===== src/rtl/spmf_pkg.sv =====
`default_nettype none

package spmf_pkg;

   localparam int NUM_QUEUES   = 4;
   localparam int QUEUE_DEPTH  = 64;
   localparam int HANDLE_WIDTH = 32;

   // field widths of the ports
   localparam int CAP_W   = 7;
   localparam int CLASS_W = 2;
   localparam int HDL_W   = 32;

   localparam int QIDX_W = (NUM_QUEUES > 1) ? $clog2(NUM_QUEUES) : 1;
   localparam int PTR_W  = $clog2(QUEUE_DEPTH);
   localparam int CNT_W  = $clog2(QUEUE_DEPTH + 1);
   localparam int ADDR_W = $clog2(NUM_QUEUES * QUEUE_DEPTH);

   typedef enum logic {
      MODE_ENQ = 1'b0,
      MODE_DEQ = 1'b1
   } mode_type;

   typedef enum logic [1:0] {
      ST_ENQUEUED = 2'd0,
      ST_DROPPED  = 2'd1,
      ST_DEQUEUED = 2'd2,
      ST_NOTHING  = 2'd3
   } status_type;

   typedef struct packed {
      mode_type               mode;
      logic [CLASS_W-1:0]     class_index;
      logic [HDL_W-1:0]       packet_handle;
   } req_type;

   typedef struct packed {
      status_type             status;
      logic [HDL_W-1:0]       out_handle;
      logic [CLASS_W-1:0]     out_class;
      logic                   all_empty;
   } rsp_type;

   // controller -> datapath
   typedef struct packed {
      logic load_req;
      logic exec;
      logic load_rsp;
   } ctl_cmd_type;

   // datapath -> controller
   typedef struct packed {
      logic out_free;
   } dp_stat_type;

endpackage

`default_nettype wire


===== src/rtl/spmf_ctrl.sv =====
`default_nettype none

module spmf_ctrl (
   input  logic                  clock,
   input  logic                  reset,
   input  logic                  req_valid,
   output logic                  req_stall,
   input  spmf_pkg::dp_stat_type stat,
   output spmf_pkg::ctl_cmd_type cmd
);
   import spmf_pkg::*;

   typedef enum logic [2:0] {
      S_IDLE = 3'b001,
      S_EXEC = 3'b010,
      S_DONE = 3'b100
   } state_type;

   state_type state_ff, state_in;

   always_comb begin
      state_in     = state_ff;
      cmd          = '0;
      req_stall    = 1'b1;
      unique case (state_ff)
         S_IDLE: begin
            req_stall = 1'b0;
            if (req_valid) begin
               cmd.load_req = 1'b1;
               state_in     = S_EXEC;
            end
         end
         S_EXEC: begin
            cmd.exec = 1'b1;
            state_in = S_DONE;
         end
         S_DONE: begin
            if (stat.out_free) begin
               cmd.load_rsp = 1'b1;
               state_in     = S_IDLE;
            end
         end
         default: state_in = S_IDLE;
      endcase
   end

   always_ff @(posedge clock) begin
      if (reset) begin
         state_ff <= S_IDLE;
      end else begin
         state_ff <= state_in;
      end
   end

endmodule

`default_nettype wire


===== config.mk =====
export PLATFORM = sky130hd
export DESIGN_NAME = spmf_ctrl
export DESIGN_NICKNAME = d
export VERILOG_FILES = /design/src/rtl/spmf_pkg.sv /design/src/rtl/spmf_ctrl.sv
export SDC_FILE = /design/constraint.sdc
export NUM_CORES = 1
export LEC_CHECK = 0
export ABC_CLOCK_PERIOD_IN_PS = 1250
export BUFFER_PORTS_ARGS = -buffer_cell sky130_fd_sc_hd__buf_4
export CORE_AREA = 2 2 39 41
export DETAILED_ROUTE_END_ITERATION = 7
export DIE_AREA = 0 0 41 43
export PLACE_DENSITY = 0.3
export SLEW_MARGIN = 20
export SYNTH_ARGS = -nofsm -noshare
export SYNTH_HDL_FRONTEND = slang
export SYNTH_SLANG_ARGS = --single-unit

===== constraint.sdc =====
create_clock -name clock -period 1.25 [get_ports clock]
set_input_delay 0.0625 -clock clock [delete_from_list [all_inputs] [get_ports clock]]
set_output_delay 0.0625 -clock clock [all_outputs]
set_load 0.03 [all_outputs]

==> results of run 1 <==
metal layers:
layer  routed length, um  part of all wire
met1                 166              0.44
met2                 159              0.42
met4                   0                 0
met5                   0                 0
met3                  52              0.14
layout by cell type (no fill, tap or decap):
master and n:
a211oi_1 1, a31o_1 1, and4bb_2 1, buf_4 7, buf_6 1, clkbuf_1 1
clkbuf_4 3, dfxtp_1 2, dfxtp_4 1, dlygate4sd3_1 1, inv_1 1, inv_2 1
nand2b_1 1, nand4bb_1 1, nor2_1 1, or3b_1 2, or3b_4 1, or4b_1 1
layout make-up:
cell class	count	area, sq um	area share
Multi-Input combinational cell	10	88.84	0.3170
Timing Repair Buffer	9	73.82	0.2634
Inverter	2	7.507	0.02679
Tap cell	16	20.02	0.07143
Clock buffer	4	26.28	0.09375
Sequential cell	3	63.81	0.2277
cell families (layout without fill, tap and decap cells):
family / after synthesis / after routing
DFF: 3 / 3
AOI/OAI and AO/OA: 2 / 2
buffers and inverters: 2 / 15
and+or+nand+nor: 8 / 8
synthesized netlist by cell type:
library cell	n	share of area
inv_1	2	0.049
nor2_1	1	0.024
and4bb_2	1	0.081
or3b_1	2	0.11
dfxtp_1	3	0.39
nand2b_1	1	0.041
a211oi_1	1	0.049
nand4bb_1	1	0.073
a31o_1	1	0.057
or4b_1	1	0.065
or3b_2	1	0.057
metrics by stage:
step | hold WS, ps | total power, W | std cells | cell area (sq um) | utilization
5_1_grt | 130.2 | 0.0003539 | 44 | 280.3 | 0.2025
3_3_place_gp | 250.3 | 0.0001639 | 38 | 226.5 | 0.1637
6_report | 122.7 | 0.0003362 | 44 | 280.3 | 0.2025
4_1_cts | 116.9 | 0.0003475 | 43 | 270.3 | 0.1953
2_1_floorplan | 134.9 | 0.0001389 | 15 | 153.9 | -
3_5_place_dp | 246.9 | 0.0001633 | 38 | 226.5 | 0.1637
worst max-delay path: stages (launching register included):
cell,delay (ps)
dfxtp_1,330
or3b_4,410
inv_2,60
buf_6,120
what timing repair did:
| action | CTS | global route |
|---|---|---|
| endpoints found under the hold margin | 1 | 0 |
| hold buffers | 1 | 0 |
| endpoints found under the setup margin | 1 | 1 |
| gates resized for setup | 3 | 2 |
| buffers inserted | 0 | 1 |
power by group through the flow:
| stage | clock (W) | sequential [W] | combinational [W] |
|---|---|---|---|
| floorplan | 0 | 0.000107 | 0.0000315 |
| global placement | 0 | 0.000109 | 0.0000547 |
| detailed placement | 0 | 0.000109 | 0.0000541 |
| CTS | 0.000181 | 0.000108 | 0.0000579 |
| global route | 0.000183 | 0.000108 | 0.0000633 |
| finish | 0.000171 | 0.000107 | 0.0000584 |
path summary, 6_finish.rpt:
path | start | end | slack (ps) | cells after the start
worst max-delay path | state_ff[0] | cmd[1] | 40 | 3
worst min-delay path | stat | state_ff[2] | 120 | 3
worst max register to register | state_ff[0] | state_ff[0] | 60 | 2
worst min register to register | state_ff[0] | state_ff[2] | 500 | 1
==> results.json, run 1 <==
{
  "outcome": "complete, no violations",
  "power_density_mw_per_mm2": 1199,
  "syn_nets": 19,
  "routed_via_density": 3.659,
  "cts_made_buffers": 3,
  "path_class": "reg -> out",
  "drt-initial-drc-count": 1,
  "start_util": 0.1112,
  "switching_share": 0.2560,
  "synth-xor-area-share": 0,
  "grt_busiest_layer": "met4",
  "drt_first_pass_iters": 2,
  "die_y_um": 43,
  "num_rows": 14,
  "period_share": 0.9698,
  "cp.required_ps": 1190,
  "synth-compound-area-share": 0.1057,
  "synth_area_sq_um": 153.9,
  "layout-drive-gt1-share": 0.5357,
  "finalSetupViolations": 0,
  "grt_pass1_wl_um": 531,
  "synth_fa_ha_area_frac": 0,
  "hold_viol_final": 0,
  "yosys_register_bits": 3,
  "tightestPinTransition_ps": 186.2,
  "vias": 161,
  "portBuffers": 7,
  "synth_simple_gate_area_frac": 0.4553,
  "yosysUniqueCellTypes": 11,
  "p_leak_nw": 0.1235,
  "core-area_sq_mm": 0.001384,
  "avgSynthCellArea_sq_um": 10.26,
  "io_pins": 8,
  "fp.dieW_um": 41,
  "clk_latency_ps": 230,
  "grt_max_degree": 8,
  "hold_class": "in -> reg",
  "htreeDepth": 1,
  "rsz0062_at_grt": "false",
  "syn2layout_area_growth_pct": 82.11,
  "dp_worst_setup_slack_ps": 77.63,
  "cts_tree": "yes",
  "min_period_ps": 1212,
  "p_switching_w": 0.00008608,
  "setup_tns_ps": 0,
  "reg_top3": "state_ff: 3 flops",
  "cap_violations": 0,
  "p_int_w": 0.0002501,
  "finClkSkew_ps": 3.569,
  "wl_per_cell_um": 8.568,
  "antenna_found_initial": 0,
  "clock_path_buffers": 2,
  "hpwl_um": 299.6,
  "ys_warn_count": 0,
  "overflow": 0,
  "cts.sinks": 3,
  "cts_root_buf": "clkbuf_4",
  "met2_usage": 0.06250,
  "setup_slack_ps": 37.71,
  "synth_top_family_by_area": "simple AND/OR/NAND/NOR gates",
  "track_usage": 0.05205,
  "seqPwrFrac": 0.318,
  "top_register": "state_ff",
  "end_kind": "output port",
  "cp_max_fo": 6,
  "met1_usage": 0.04459,
  "fillers": 154,
  "largest_reg_flops": 3,
  "cp-start-kind": "flop",
  "die-area_sq_mm": 0.001763,
  "seq_area_frac_synth": 0.3902,
  "grt_pass1_vias": 151,
  "muxShareOfSynthArea": 0,
  "clkTransAtPathRegs_ps": 40,
  "drc": 0,
  "place_congestion": 0.5834,
  "ir_drop_mv": 0.2368,
  "n_antenna_cell": 0,
  "gr-usage-met3": 0.03141,
  "wl_um": 377,
  "clockPowerShare": 0.508,
  "slew_headroom": 0.8751,
  "final_max_slew_viol_count": 0,
  "critPathArrivalTime_ps": 1150,
  "max_freq_ghz": 0.8249,
  "combPwrFrac": 0.174,
  "layout.nets": 33,
  "synthCells": 15,
  "antenna_left": 0
}
Note: power is estimated with default switching activity, not from simulation.
==> run 2: changes to the inputs <==
--- a/config.mk
+++ b/config.mk
@@ -10,6 +10,7 @@
 export CORE_AREA = 2 2 39 41
 export DETAILED_ROUTE_END_ITERATION = 7
 export DIE_AREA = 0 0 41 43
+export GPL_TIMING_DRIVEN = 1
 export PLACE_DENSITY = 0.3
 export SLEW_MARGIN = 20
 export SYNTH_ARGS = -nofsm -noshare
==> constraint.sdc (replaced) <==
create_clock -name clock -period 1.25 [get_ports clock]
set_input_delay 0.0625 -clock clock [delete_from_list [all_inputs] [get_ports clock]]
set_output_delay 0.0625 -clock clock [all_outputs]
set_load 0.005 [all_outputs]
==> run 2 against run 1 <==
Net effect: final area fell by 4.9%; via count fell by 3.7%; critical endpoint unchanged; sequential cell count did not move; non-clock buffer count fell by 1; setup slack improved by 24 ps; clock power barely moved; largest power group unchanged.
==> results.json, run 2 (synthesis results as in run 1) <==
{
  "drt-initial-drc-count": 1,
  "outcome": "complete, no violations",
  "grt_max_degree": 8,
  "power_density_mw_per_mm2": 1199,
  "core-area_sq_mm": 0.001384,
  "hold_viol_final": 0,
  "clk_latency_ps": 230,
  "portBuffers": 7,
  "syn2layout_area_growth_pct": 73.17,
  "cp.required_ps": 1190,
  "top_register": "state_ff",
  "routed_via_density": 3.605,
  "final_max_slew_viol_count": 0,
  "power_w": 0.0003195,
  "layout.nets": 32,
  "p_leak_nw": 0.1207,
  "cts_made_buffers": 3,
  "antenna_found_initial": 0,
  "hpwl_um": 299.6,
  "clockPowerShare": 0.535,
  "die_y_um": 43,
  "drc": 0,
  "num_rows": 14,
  "cts.sinks": 3,
  "die-area_sq_mm": 0.001763,
  "p_switching_w": 0.00007046,
  "max_freq_ghz": 0.8413,
  "cts_root_buf": "clkbuf_4",
  "vias": 155,
  "end_kind": "output port",
  "drt_first_pass_iters": 2,
  "cts_tree": "yes",
  "hold_class": "in -> reg",
  "seqPwrFrac": 0.338,
  "n_antenna_cell": 0,
  "critPathArrivalTime_ps": 1130,
  "p_int_w": 0.0002490,
  "io_pins": 8,
  "track_usage": 0.05205,
  "fp.dieW_um": 41,
  "rsz0062_at_grt": "false",
  "min_period_ps": 1189,
  "dp_worst_setup_slack_ps": 77.63,
  "ir_drop_mv": 0.2348,
  "antenna_left": 0,
  "cap_violations": 0,
  "clock_path_buffers": 2,
  "clkTransAtPathRegs_ps": 40,
  "path_class": "reg -> out",
  "combPwrFrac": 0.127,
  "final_common_cell": "buf_4",
  "place_congestion": 0.5834,
  "setup_tns_ps": 0,
  "most-common-layout-cells": "buf_4 (7), clkbuf_4 (3), inv_1 (2), or3b_1 (2), dfxtp_1 (2)",
  "period_share": 0.9509,
  "layout-drive-gt1-share": 0.4815,
  "switching_share": 0.2206,
  "htreeDepth": 1,
  "overflow": 0,
  "reg_top3": "state_ff: 3 flops",
  "setup_slack_ps": 61.43,
  "start_util": 0.1112,
  "finClkSkew_ps": 3.497,
  "wl_um": 379,
  "grt_pass1_vias": 151,
  "cp-start-kind": "flop",
  "tightestPinTransition_ps": 186.2,
  "cp_max_fo": 7,
  "grt_pass1_wl_um": 531,
  "finalSetupViolations": 0,
  "largest_reg_flops": 3,
  "slew_headroom": 0.8751,
  "wl_per_cell_um": 8.814,
  "postCtsSetupBuffers": 0
}
==> run 2: cell count changes in the layout (fill, tap and decap cells not counted), sizes merged <==
| cell | delta |
|---|---|
| buf | -1 |
==> run 2: final cells by class <==
type / instances / area, sq um
Sequential cell: 3 / 61.31
Clock buffer: 4 / 26.28
Timing Repair Buffer: 8 / 62.56
Fill cell: 157 / 1117
Multi-Input combinational cell: 10 / 88.84
Tap cell: 16 / 20.02
Inverter: 2 / 7.507
==> run 2: what timing repair did <==
item / 4_1_cts / 5_1_grt
resized for setup: 2 / 0
hold endpoints to repair: 1 / 0
hold buffers: 1 / 0
setup endpoints to repair: 1 / 0
==> run 2: power groups by stage <==
stage | Combinational, W | Clock, W | Sequential [W]
floorplan | 0.0000161 | 0 | 0.000107
global placement | 0.0000389 | 0 | 0.000109
detailed placement | 0.0000382 | 0 | 0.000109
CTS | 0.0000414 | 0.000181 | 0.000108
global route | 0.0000456 | 0.000183 | 0.000109
finish | 0.0000407 | 0.000171 | 0.000108
==> run 2: worst paths after layout <==
path         slack [ps]          end  cells past startpoint         from
min reg2reg         500  state_ff[2]                      1  state_ff[0]
max                  60       cmd[1]                      3  state_ff[1]
min                 120  state_ff[2]                      3         stat
max reg2reg          60  state_ff[0]                      2  state_ff[0]
==> run 2: stage by stage <==
stage          hold slack (ps)  instances  cell area, sq um    util
2_1_floorplan            134.9         15             153.9       -
3_3_place_gp             250.3         38             226.5  0.1637
3_5_place_dp             246.9         38             226.5  0.1637
4_1_cts                  116.9         43             266.5  0.1926
5_1_grt                  130.2         43             266.5  0.1926
6_report                 122.4         43             266.5  0.1926
==> run 2: critical path, cell delays in order (launching register included) <==
cell	delay, ps
dfxtp_2	350
or3b_4	390
inv_1	60
buf_4	100
==> run 2: metal layers <==
| metal | track usage | wire length [um] | up-vias |
|---|---|---|---|
| met5 | 0 | 0 | - |
| met4 | 0.08000 | 0 | 0 |
| met3 | 0.03141 | 54 | 0 |
| li1 | - | - | 81 |
| met1 | 0.04459 | 165 | 66 |
| met2 | 0.06250 | 159 | 8 |
==> run 3: changes to the inputs <==
--- a/config.mk
+++ b/config.mk
@@ -5,7 +5,7 @@
 export SDC_FILE = /design/constraint.sdc
 export NUM_CORES = 1
 export LEC_CHECK = 0
-export ABC_CLOCK_PERIOD_IN_PS = 1250
+export ABC_CLOCK_PERIOD_IN_PS = 1000
 export BUFFER_PORTS_ARGS = -buffer_cell sky130_fd_sc_hd__buf_4
 export CORE_AREA = 2 2 39 41
 export DETAILED_ROUTE_END_ITERATION = 7
==> constraint.sdc (replaced) <==
create_clock -name clock -period 1 [get_ports clock]
set_input_delay 0.05 -clock clock [delete_from_list [all_inputs] [get_ports clock]]
set_output_delay 0.05 -clock clock [all_outputs]
set_load 0.005 [all_outputs]
==> run 3 against run 2 <==
Net effect: the run now ends with negative setup slack left; sequential cell count did not move; register-to-register slack got worse by 190 ps; clock skew barely moved; first-iteration DRC count rose by 100%; sequential share of layout area fell by 2.3 points; total power rose by 29%; die area did not move; hold slack got worse by 14 ps; global-route usage rose by 1.6 points; largest cell class is now non-clock buffers.
==> results.json, run 3 (synthesis results as in run 1) <==
{
  "outcome": "complete, but fails checks",
  "violations": "negative setup slack",
  "grt_pass1_wl_um": 765,
  "clockPowerShare": 0.511,
  "wl_um": 409,
  "num_rows": 14,
  "period_share": 1.226,
  "finalCoreUtilization": 0.2224,
  "cp.required_ps": 950,
  "start_util": 0.1112,
  "reg_top3": "state_ff: 3 flops",
  "end_kind": "output port",
  "setup_tns_ps": -682.1,
  "n_antenna_cell": 0,
  "top_register": "state_ff",
  "ir_drop_mv": 0.4771,
  "slowest_delay_ps": 360,
  "p_switching_w": 0.00009050,
  "antenna_found_initial": 0,
  "slew_headroom": 0.9006,
  "syn2layout_area_growth_pct": 100.0,
  "track_usage": 0.06820,
  "p_int_w": 0.0003220,
  "final_max_slew_viol_count": 0,
  "drt_first_pass_iters": 2,
  "io_pins": 8,
  "switching_share": 0.2194,
  "power_w": 0.0004126,
  "finalSetupViolations": 5,
  "core-area_sq_mm": 0.001384,
  "power_density_mw_per_mm2": 1340,
  "cts.sinks": 3,
  "wl_per_cell_um": 8.891,
  "grt_pass1_vias": 184,
  "setup_slack_ps": -226.1,
  "routed_via_density": 3.717,
  "htreeDepth": 1,
  "place_congestion": 0.6776,
  "hpwl_um": 311.8,
  "cp_max_fo": 5,
  "overflow": 0,
  "cts_tree": "yes",
  "clkTransAtPathRegs_ps": 40,
  "final_common_cell": "buf_4",
  "rsz0062_at_grt": "true",
  "crit_slowest_cell": "or3b_1",
  "antenna_left": 0,
  "max_freq_ghz": 0.8156,
  "crit_buf_inv": 2,
  "largest_reg_flops": 3,
  "die_y_um": 43,
  "fp.dieW_um": 41,
  "cts_root_buf": "clkbuf_4",
  "clock_path_buffers": 2,
  "combPwrFrac": 0.159,
  "min_period_ps": 1226,
  "crit_chain": "buf_6 > or3b_1 > buf_4",
  "clk_latency_ps": 230,
  "die-area_sq_mm": 0.001763,
  "hold_class": "in -> reg",
  "cap_violations": 0,
  "finClkSkew_ps": 3.755,
  "drc": 0,
  "vias": 171,
  "seqPwrFrac": 0.330,
  "layout.nets": 35,
  "path_class": "reg -> out",
  "p_leak_nw": 0.1370,
  "cp_top_family": "simple AND/OR/NAND/NOR gates",
  "tightestPinTransition_ps": 148.8,
  "grt_max_degree": 6,
  "most-common-layout-cells": "buf_4 (7), clkbuf_4 (3), buf_6 (3), dfxtp_2 (3), or3b_1 (2)",
  "drt-initial-drc-count": 2,
  "postCtsSetupBuffers": 0,
  "hold_viol_final": 0,
  "layout-drive-gt1-share": 0.6667,
  "place_area_sq_um": 254.0,
  "cp-start-kind": "flop",
  "portBuffers": 7,
  "finalInstanceArea_sq_um": 307.8,
  "fillers": 155,
  "critPathArrivalTime_ps": 1180,
  "cts_made_buffers": 3
}
-- run 3: power groups by stage --
stage	sequential (W)	clock (W)	combinational, W
final	0.000136	0.000211	0.0000658
after global routing	0.000137	0.000227	0.0000733
after CTS	0.000136	0.000223	0.0000673
after detailed placement	0.000137	0	0.0000595
after global placement	0.000137	0	0.0000594
after floorplan	0.000136	0	0.0000210
-- run 3: through the flow --
step / worst slack (ps) / hold slack, ps / std cells
6_report: -226.1 / 108.8 / 46
5_1_grt: -261.8 / 129.2 / 46
4_1_cts: -241.8 / 106.7 / 46
3_5_place_dp: -120.5 / 233.8 / 41
3_3_place_gp: -127.9 / 230.6 / 41
2_1_floorplan: -87.49 / 115.0 / 15
-- run 3: per-layer routing --
metal,up-vias,wire (um),global-route usage
met5,-,0,0
met4,0,0,0.04000
met3,0,27,0.04712
met2,6,229,0.08438
met1,76,152,0.08333
li1,89,-,-
-- run 3: cell type report --
class | instances | area, sq um | area share
repair buffers | 11 | 96.34 | 0.3130
multi-input cells | 10 | 93.84 | 0.3049
flip-flops and latches | 3 | 63.81 | 0.2073
clock buffers | 4 | 26.28 | 0.08537
well taps | 16 | 20.02 | 0.06504
inverters | 2 | 7.507 | 0.02439
-- run 3: timing repair --
action / 4_1_cts / 5_1_grt
hold buffers: 1 / 0
gates resized for setup: 6 / 0
pin swaps: 4 / 0
endpoints found under the hold margin: 2 / 0
endpoints found under the setup margin: 6 / 6
-- run 3: tightest hold or removal path, stage by stage --
cell	delay, ps
buf_4	90
or3b_1	110
a211oi_2	60
-- run 3: path summary, 6_finish.rpt --
kind | start | end | slack (ps) | cells after the start
worst min register to register | state_ff[0] | state_ff[2] | 440 | 1
worst max-delay path | state_ff[2] | req_stall | -230 | 3
worst min-delay path | stat | state_ff[2] | 110 | 3
worst max register to register | state_ff[1] | state_ff[0] | -130 | 2
